==> config.mk <==
export PLATFORM = sky130hd
export DESIGN_NAME = keyed_record_table_fifo_cache
export DESIGN_NICKNAME = d
export VERILOG_FILES = /design/src/hdl/krt_pkg.sv /design/src/hdl/krt_list.sv /design/src/hdl/keyed_record_table_fifo_cache.sv
export SDC_FILE = /design/constraint.sdc
export NUM_CORES = 2
export LEC_CHECK = 0
export BUFFER_PORTS_ARGS = -buffer_cell sky130_fd_sc_hd__buf_4
export CAP_MARGIN = 10
export CORE_MARGIN = 2
export CORE_UTILIZATION = 35
export DETAILED_ROUTE_END_ITERATION = 7
export GPL_TIMING_DRIVEN = 0
export HOLD_SLACK_MARGIN = 0.06
export PLACE_DENSITY = 0.53
export SETUP_SLACK_MARGIN = 0.2
export SLEW_MARGIN = 20
export SYNTH_ARGS = -nofsm -noshare
export SYNTH_HDL_FRONTEND = slang
export SYNTH_SLANG_ARGS = --single-unit
==> constraint.sdc <==
create_clock -name i_clk -period 14.8 [get_ports i_clk]
set_input_delay 2.22 -clock i_clk [delete_from_list [all_inputs] [get_ports i_clk]]
set_output_delay 2.22 -clock i_clk [all_outputs]
set_load 0.01 [all_outputs]
==> src/hdl/krt_pkg.sv <==
`default_nettype none
package krt_pkg;
    localparam int TABLE_DEPTH = 64;
    localparam int IDX_W = $clog2(TABLE_DEPTH);
    localparam int CNT_W = IDX_W + 1;
    localparam int KEY_W = 31;
    localparam int YEAR_W = 16;

    typedef enum logic [1:0] {
        OP_ADD    = 2'd0,
        OP_LOAD   = 2'd1,
        OP_LOOKUP = 2'd2,
        OP_REMOVE = 2'd3
    } t_op;

    localparam logic [1:0] ST_OK       = 2'd0;
    localparam logic [1:0] ST_NOTFOUND = 2'd1;
    localparam logic [1:0] ST_FULL     = 2'd2;
endpackage
`default_nettype wire

==> src/hdl/krt_list.sv <==
`default_nettype none
// FIFO residency list: a search pass, then, on a drop or an eviction, a shift pass.
module krt_list import krt_pkg::*; (
    input  wire logic             i_clk,
    input  wire logic             i_rst_n,
    input  wire logic [6:0]       i_capacity,
    input  wire logic             i_start,
    input  wire logic             i_drop,
    input  wire logic [IDX_W-1:0] i_idx,
    output logic                  o_done,
    output logic                  o_evict,
    output logic [IDX_W-1:0]      o_evict_idx
);
    typedef enum logic [2:0] {S_IDLE, S_SRCH, S_RD, S_SHIFT, S_MOVE, S_DONE} t_state;

    logic [IDX_W-1:0] r_mem [TABLE_DEPTH];
    t_state           r_state;
    logic [CNT_W-1:0] r_count;
    logic [CNT_W-1:0] r_ptr;
    logic [CNT_W-1:0] r_end;
    logic             r_drop;
    logic [IDX_W-1:0] r_idx;
    logic [IDX_W-1:0] r_rd;
    logic             r_append;
    logic             r_evict;
    logic [IDX_W-1:0] r_evict_idx;

    function automatic logic [IDX_W-1:0] r_IDXm1(input logic [CNT_W-1:0] v);
        logic [CNT_W-1:0] t;
        t = v - 1'b1;
        return t[IDX_W-1:0];
    endfunction

    assign o_done      = (r_state == S_DONE);
    assign o_evict     = r_evict;
    assign o_evict_idx = r_evict_idx;

    always_ff @(posedge i_clk) begin
        if (!i_rst_n) begin
            r_state <= S_IDLE;
            r_count <= '0;
            r_evict <= 1'b0;
        end else begin
            unique case (r_state)
                S_IDLE: if (i_start) begin
                    r_drop      <= i_drop;
                    r_idx       <= i_idx;
                    r_ptr       <= '0;
                    r_evict     <= 1'b0;
                    r_evict_idx <= '0;
                    r_state     <= S_SRCH;
                end
                // read one entry, then compare it in S_RD before reading another
                S_SRCH: begin
                    if (r_ptr >= r_count) begin
                        if (r_drop) begin
                            r_state <= S_DONE;
                        end else if ({1'b0, r_count} < {1'b0, i_capacity}
                                     && r_count < CNT_W'(TABLE_DEPTH)) begin
                            r_mem[r_count[IDX_W-1:0]] <= r_idx;
                            r_count <= r_count + 1'b1;
                            r_state <= S_DONE;
                        end else if (i_capacity != '0 && r_count != '0) begin
                            // shift out the oldest
                            r_evict     <= 1'b1;
                            r_evict_idx <= r_mem[0];
                            r_ptr       <= CNT_W'(1);
                            r_end       <= r_count;
                            r_append    <= 1'b1;
                            r_state     <= S_SHIFT;
                        end else begin
                            r_state <= S_DONE;
                        end
                    end else begin
                        r_rd    <= r_mem[r_ptr[IDX_W-1:0]];
                        r_state <= S_RD;
                    end
                end
                S_RD: begin
                    if (r_rd == r_idx) begin
                        if (r_drop) begin
                            r_ptr    <= r_ptr + 1'b1;
                            r_end    <= r_count;
                            r_append <= 1'b0;
                            r_count  <= r_count - 1'b1;
                            r_state  <= S_SHIFT;
                        end else begin
                            r_state <= S_DONE;
                        end
                    end else begin
                        r_ptr   <= r_ptr + 1'b1;
                        r_state <= S_SRCH;
                    end
                end
                // read entry ptr, then write it to ptr-1
                S_SHIFT: begin
                    if (r_ptr >= r_end) begin
                        if (r_append) r_mem[r_IDXm1(r_end)] <= r_idx;
                        r_state <= S_DONE;
                    end else begin
                        r_rd    <= r_mem[r_ptr[IDX_W-1:0]];
                        r_state <= S_MOVE;
                    end
                end
                S_MOVE: begin
                    r_mem[r_IDXm1(r_ptr)] <= r_rd;
                    r_ptr   <= r_ptr + 1'b1;
                    r_state <= S_SHIFT;
                end
                S_DONE: r_state <= S_IDLE;
                default: r_state <= S_IDLE;
            endcase
        end
    end
endmodule
`default_nettype wire

==> src/hdl/keyed_record_table_fifo_cache.sv <==
`default_nettype none
// Keyed record table with a FIFO residency list of up to 64 indices. One beat
// is taken at a time; o_in_ready is low while it is worked and until its result
// beat is taken. A query or delete scans the record table one record at a time.
// The residency list is searched one entry at a time and, on a delete or an
// eviction, shifted one entry at a time. Write the capacity (i_cfg_we,
// i_cfg_wdata) only while idle.
module keyed_record_table_fifo_cache import krt_pkg::*; (
    input  wire logic              i_clk,
    input  wire logic              i_rst_n,
    input  wire logic              i_cfg_we,
    input  wire logic [6:0]        i_cfg_wdata,
    input  wire logic              i_valid,
    output logic                   o_in_ready,
    input  wire logic [1:0]        i_operation,
    input  wire logic [KEY_W-1:0]  i_key,
    input  wire logic signed [YEAR_W-1:0] i_year,
    input  wire logic              i_load_deleted,
    output logic                   o_valid,
    input  wire logic              i_out_ready,
    output logic [1:0]             o_status,
    output logic [KEY_W-1:0]       o_result_key,
    output logic signed [YEAR_W-1:0] o_result_year,
    output logic [IDX_W-1:0]       o_result_index,
    output logic                   o_evicted_valid,
    output logic [IDX_W-1:0]       o_evicted_index
);
    typedef enum logic [2:0] {S_IDLE, S_SCAN, S_CMP, S_LIST, S_WAIT, S_OUT} t_state;

    logic [KEY_W-1:0]  r_keys  [TABLE_DEPTH];
    logic [YEAR_W-1:0] r_years [TABLE_DEPTH];
    logic              r_del   [TABLE_DEPTH];

    t_state            r_state;
    logic [6:0]        r_cap;
    logic [CNT_W-1:0]  r_rcount;
    logic [KEY_W-1:0]  r_next;
    logic [CNT_W-1:0]  r_ptr;
    logic [1:0]        r_op;
    logic [KEY_W-1:0]  r_key;
    logic [KEY_W-1:0]  r_rd_key;
    logic [YEAR_W-1:0] r_rd_year;
    logic              r_rd_del;
    logic              r_lstart;
    logic              r_ldrop;
    logic [IDX_W-1:0]  r_lidx;

    logic              l_done, l_evict;
    logic [IDX_W-1:0]  l_evict_idx;
    logic [KEY_W-1:0]  n_key;
    logic              n_del;

    krt_list u_list (
        .i_clk(i_clk), .i_rst_n(i_rst_n), .i_capacity(r_cap),
        .i_start(r_lstart), .i_drop(r_ldrop), .i_idx(r_lidx),
        .o_done(l_done), .o_evict(l_evict), .o_evict_idx(l_evict_idx)
    );

    assign o_in_ready = (r_state == S_IDLE);
    assign o_valid    = (r_state == S_OUT);
    assign n_key      = (i_operation == OP_ADD) ? r_next : i_key;
    assign n_del      = (i_operation == OP_ADD) ? 1'b0 : i_load_deleted;

    always_ff @(posedge i_clk) begin
        if (!i_rst_n) begin
            r_state  <= S_IDLE;
            r_cap    <= '0;
            r_rcount <= '0;
            r_next   <= KEY_W'(1);
            r_lstart <= 1'b0;
        end else begin
            if (i_cfg_we) r_cap <= i_cfg_wdata;
            r_lstart <= 1'b0;
            unique case (r_state)
                S_IDLE: if (i_valid) begin
                    r_op            <= i_operation;
                    r_key           <= i_key;
                    r_ptr           <= '0;
                    o_result_key    <= '0;
                    o_result_year   <= '0;
                    o_result_index  <= '0;
                    o_evicted_valid <= 1'b0;
                    o_evicted_index <= '0;
                    if (i_operation == OP_ADD || i_operation == OP_LOAD) begin
                        if (r_rcount >= CNT_W'(TABLE_DEPTH)) begin
                            o_status <= ST_FULL;
                            r_state  <= S_OUT;
                        end else begin
                            r_keys[r_rcount[IDX_W-1:0]]  <= n_key;
                            r_years[r_rcount[IDX_W-1:0]] <= i_year;
                            r_del[r_rcount[IDX_W-1:0]]   <= n_del;
                            r_rcount <= r_rcount + 1'b1;
                            if (i_operation == OP_ADD) r_next <= r_next + 1'b1;
                            else if (i_key >= r_next) r_next <= i_key + 1'b1;
                            o_status       <= ST_OK;
                            o_result_key   <= n_key;
                            o_result_year  <= i_year;
                            o_result_index <= r_rcount[IDX_W-1:0];
                            if (n_del) begin
                                r_state <= S_OUT;
                            end else begin
                                r_lidx   <= r_rcount[IDX_W-1:0];
                                r_ldrop  <= 1'b0;
                                r_lstart <= 1'b1;
                                r_state  <= S_LIST;
                            end
                        end
                    end else begin
                        r_state <= S_SCAN;
                    end
                end
                // record table read, one entry per visit
                S_SCAN: begin
                    if (r_ptr >= r_rcount) begin
                        o_status <= ST_NOTFOUND;
                        r_state  <= S_OUT;
                    end else begin
                        r_rd_key  <= r_keys[r_ptr[IDX_W-1:0]];
                        r_rd_year <= r_years[r_ptr[IDX_W-1:0]];
                        r_rd_del  <= r_del[r_ptr[IDX_W-1:0]];
                        r_state   <= S_CMP;
                    end
                end
                S_CMP: begin
                    if (r_rd_key == r_key && !r_rd_del) begin
                        o_status       <= ST_OK;
                        o_result_key   <= r_rd_key;
                        o_result_year  <= r_rd_year;
                        o_result_index <= r_ptr[IDX_W-1:0];
                        if (r_op == OP_REMOVE) r_del[r_ptr[IDX_W-1:0]] <= 1'b1;
                        r_lidx   <= r_ptr[IDX_W-1:0];
                        r_ldrop  <= (r_op == OP_REMOVE);
                        r_lstart <= 1'b1;
                        r_state  <= S_LIST;
                    end else begin
                        r_ptr   <= r_ptr + 1'b1;
                        r_state <= S_SCAN;
                    end
                end
                S_LIST: r_state <= S_WAIT;
                S_WAIT: if (l_done) begin
                    o_evicted_valid <= l_evict;
                    o_evicted_index <= l_evict ? l_evict_idx : '0;
                    r_state <= S_OUT;
                end
                S_OUT: if (i_out_ready) r_state <= S_IDLE;
                default: r_state <= S_IDLE;
            endcase
        end
    end
endmodule
`default_nettype wire
==> impl_metrics.ini <==
[timing]
min_period_over_period_pct = 42.23
finalMaxSlewViolations = 0
hold_viol = 0
period_needed_ns = 6.250
final.setup.tns_ns = 0
setup_violations = 0
worst_hold_slack_ns = 0.4207
fin_worst_skew_ns = 0.06197
worst_slew_pin_slew_ns = 1.316
rsz0062_at_grt = no
fmax_mhz = 160.0
relSlewSlack_pct = 9.769

[worst_hold_path]
min_path_type = reg -> reg

[grt]
grt_use_total_pct = 21.00
grt_overflow_total = 0
grt_max_degree = 71
grt_pass1_wl_um = 605300
grt_pass1_vias = 72800
antenna_found_initial = 31

[placed_design]
port-buffer-count = 124
place_hpwl_um = 314900
dpl-instance-area_mm2 = 0.1596
gp_congestion = 0.8309
dpl.cell_count = 12220

[cts]
insertion_delay_ns = 0.97
cts_max_level = 5
cts_setup_buffers = 0
cts.sinks = 3713
cts-root-buf = clkbuf_16
ctsResizeCount = 0
cts_buffers = 394
cts_tree = done
cts_buffer_depth = 4
clk_pin_slew_ns = 0.06
cts-hold-fix-buffers = 0

[synth]
avgSynthCellArea_um2 = 22.87
synth_top_area_share_pct = 75.68
synth.area.top_cells = edfxtp_1 76%, mux4_2 18%, dfxtp_1 0.91%, nor2_1 0.76%, ha_1 0.61%
synth_seq_area_share_pct = 76.59
yosys.area.top_type = edfxtp_1
synth_area_mm2 = 0.1447
ys_types = 72
synth_edf_count = 3647
synthesis.nets = 6462
synth_top_flop_cell = edfxtp_1
synthCells = 6329
async_flop_share_pct = 0
ys_ff_latch = 3713
synth-warning-count = 0

[power_and_ir_drop]
vdd_drop_max_mv = 0.09906
combPwrFrac_pct = 11.9
powerDensity_mw_per_mm2 = 141.5
swShare_pct = 24.42
p_leak_nw = 53.70
seqPwrFrac_pct = 48.3
power_frac_clock_pct = 39.7
p_sw_w = 0.005948
internal_power_w = 0.01840

[route]
drt-pass1-iter-count = 6
via_per_inst = 5.625
initialDrtViolationCount = 9430
drc_errors = 0
via_count = 72890
drt_wl_total_um = 444900
drtAntennaViolNets = 0
wl_per_cell_um = 34.33

[floorplanning]
die_h_um = 647.0
die-area_mm2 = 0.4186
coreArea_mm2 = 0.4125
num_io_pins = 126
num_rows = 236
initial_utilization_pct = 35.08
die_x_um = 647.0

[critical_path]
rrSetupSlack_ns = 9.51
crit_path_max_incr_delay_ns = 0.82
required_ns = 15.43
cpMostUsedCell = buf_16
critPathSlowestCell = nor2_4
endpoint_kind = register
arrival_ns = 6.88
crit_path_max_fanout = 11
startpoint_type = input port
path_class = in -> reg
worstPathCellList = buf_4 -> nor2b_1 -> and3_1 -> clkbuf_1 -> nand2_1 -> nor2_1 -> nand3_1 -> nor2_4 -> buf_16 -> buf_16

[cells_and_area]
mostFrequentLayoutCells = 3647 x edfxtp_1, 1134 x mux4_2, 403 x clkbuf_16
fin_cells = 12960
area_growth_pct = 18.96
drive_gt1_share_pct = 32.01
finalInstanceArea_mm2 = 0.1721
final_nets = 7273
layout_commonest_cell = edfxtp_1

[run]
maxCapViolCount = 0

[outcome]
status = finished clean
-- flip-flops by register name, indices dropped and copies added, names as in the netlist, 7 cells and up, named ones only --
register	count
o_result_key	31
o_result_year	16
r_cap	7
r_del	64
r_key	31
r_keys	1984
r_next	31
r_ptr	7
r_rcount	7
r_rd_key	31
r_rd_year	16
r_years	1024
u_list.r_count	7
u_list.r_end	7
u_list.r_mem	384
u_list.r_ptr	7
-- worst max-delay path: cells and delay by family --
| kind | cells | cell delay [ns] |
|---|---|---|
| simple gates | 6 | 3.30 |
| buf+inv | 4 | 1.32 |
-- path summary, 6_finish.rpt --
kind	start	endpoint	depth (start not counted)
worst min-delay path	r_lidx[3]$_DFFE_PP_	u_list.r_idx[3]$_DFFE_PP_	0
worst max-delay path	i_valid	r_keys[14][5]$_DFFE_PP_	10
worst min register to register	r_lidx[3]$_DFFE_PP_	u_list.r_idx[3]$_DFFE_PP_	0
worst max register to register	r_ptr[0]$_SDFFCE_PN0P_	r_rd_year[9]$_DFFE_PP_	13
-- cell usage after synthesis (3+ instances only) --
cell type,n
buf_1,54
and4_1,3
clkbuf_1,188
a22oi_1,9
a311oi_1,3
mux2_2,5
inv_1,93
or3_1,9
a21oi_1,35
xnor2_1,47
nand4_1,14
a31oi_1,9
nor2_1,294
o22ai_1,3
nor3b_1,4
ha_1,70
nand2_1,115
a311o_1,3
nor4_1,21
o211ai_1,32
a32oi_1,4
o21ai_1,4
nand2b_1,8
and3_1,18
nor2b_1,7
a21boi_0,5
buf_2,76
o31ai_1,8
nand3_1,41
nor3_1,20
a41oi_1,3
or4bb_1,3
o21ai_0,65
o21a_1,6
mux4_2,1134
a21o_1,13
dfxtp_1,66
inv_2,4
a211oi_1,12
xor2_1,43
mux2i_1,54
a22o_1,25
edfxtp_1,3647
and2_1,16
nand4bb_1,4
-- layout make-up --
type,instances,area (um^2)
Inverter,98,367.9
Clock inverter,250,2145
Fill cell,35440,240400
Buffer,319,1408
Sequential cell,3713,110800
Timing Repair Buffer,415,7266
Antenna cell,10,25.02
Multi-Input combinational cell,2199,32870
Clock buffer,481,10380
Tap cell,5474,6849
-- metrics by stage --
step	util, %	setup slack, ns	power, W
final	41.73	8.550	0.02435
after global routing	41.73	8.601	0.02501
after CTS	41.71	8.944	0.02452
after detailed placement	38.68	7.936	0.01491
after global placement	36.97	2.056	0.01481
after floorplan	-	7.036	0.01361
-- routing by layer --
layer / track usage, % / share of wire [%] / vias to the layer above
met3: 4.248 / 8.6 / 674
met5: 0 / 0.015 / -
met2: 33.54 / 47 / 3414
met4: 6.995 / 3.6 / 10
li1: - / - / 28610
met1: 28.80 / 41 / 40190
-- cells by family (layout without fill, tap and decap cells) --
| kind of cell | Yosys count | count (layout) | synth area share (%) |
|---|---|---|---|
| multiplexers | 1193 | 1193 | 18.06 |
| adder cells (fa/ha/maj) | 71 | 71 | 0.6191 |
| AND/OR/NAND/NOR | 589 | 589 | 1.839 |
| flip-flops | 3713 | 3713 | 76.59 |
| other | 0 | 10 | 0 |
| AO/OA/AOI/OAI | 256 | 256 | 1.194 |
| XOR/XNOR | 90 | 90 | 0.5447 |
| buffers and inverters | 417 | 1563 | 1.153 |
-- power by group through the flow --
stage | registers (W) | logic [W] | clock network, W
5_1_grt | 0.0118 | 0.00303 | 0.0102
4_1_cts | 0.0118 | 0.00293 | 0.00982
3_5_place_dp | 0.0120 | 0.00292 | 0
2_1_floorplan | 0.0120 | 0.00162 | 0
6_report | 0.0118 | 0.00291 | 0.00967
3_3_place_gp | 0.0120 | 0.00278 | 0
Power figures use the tool's default switching activity.
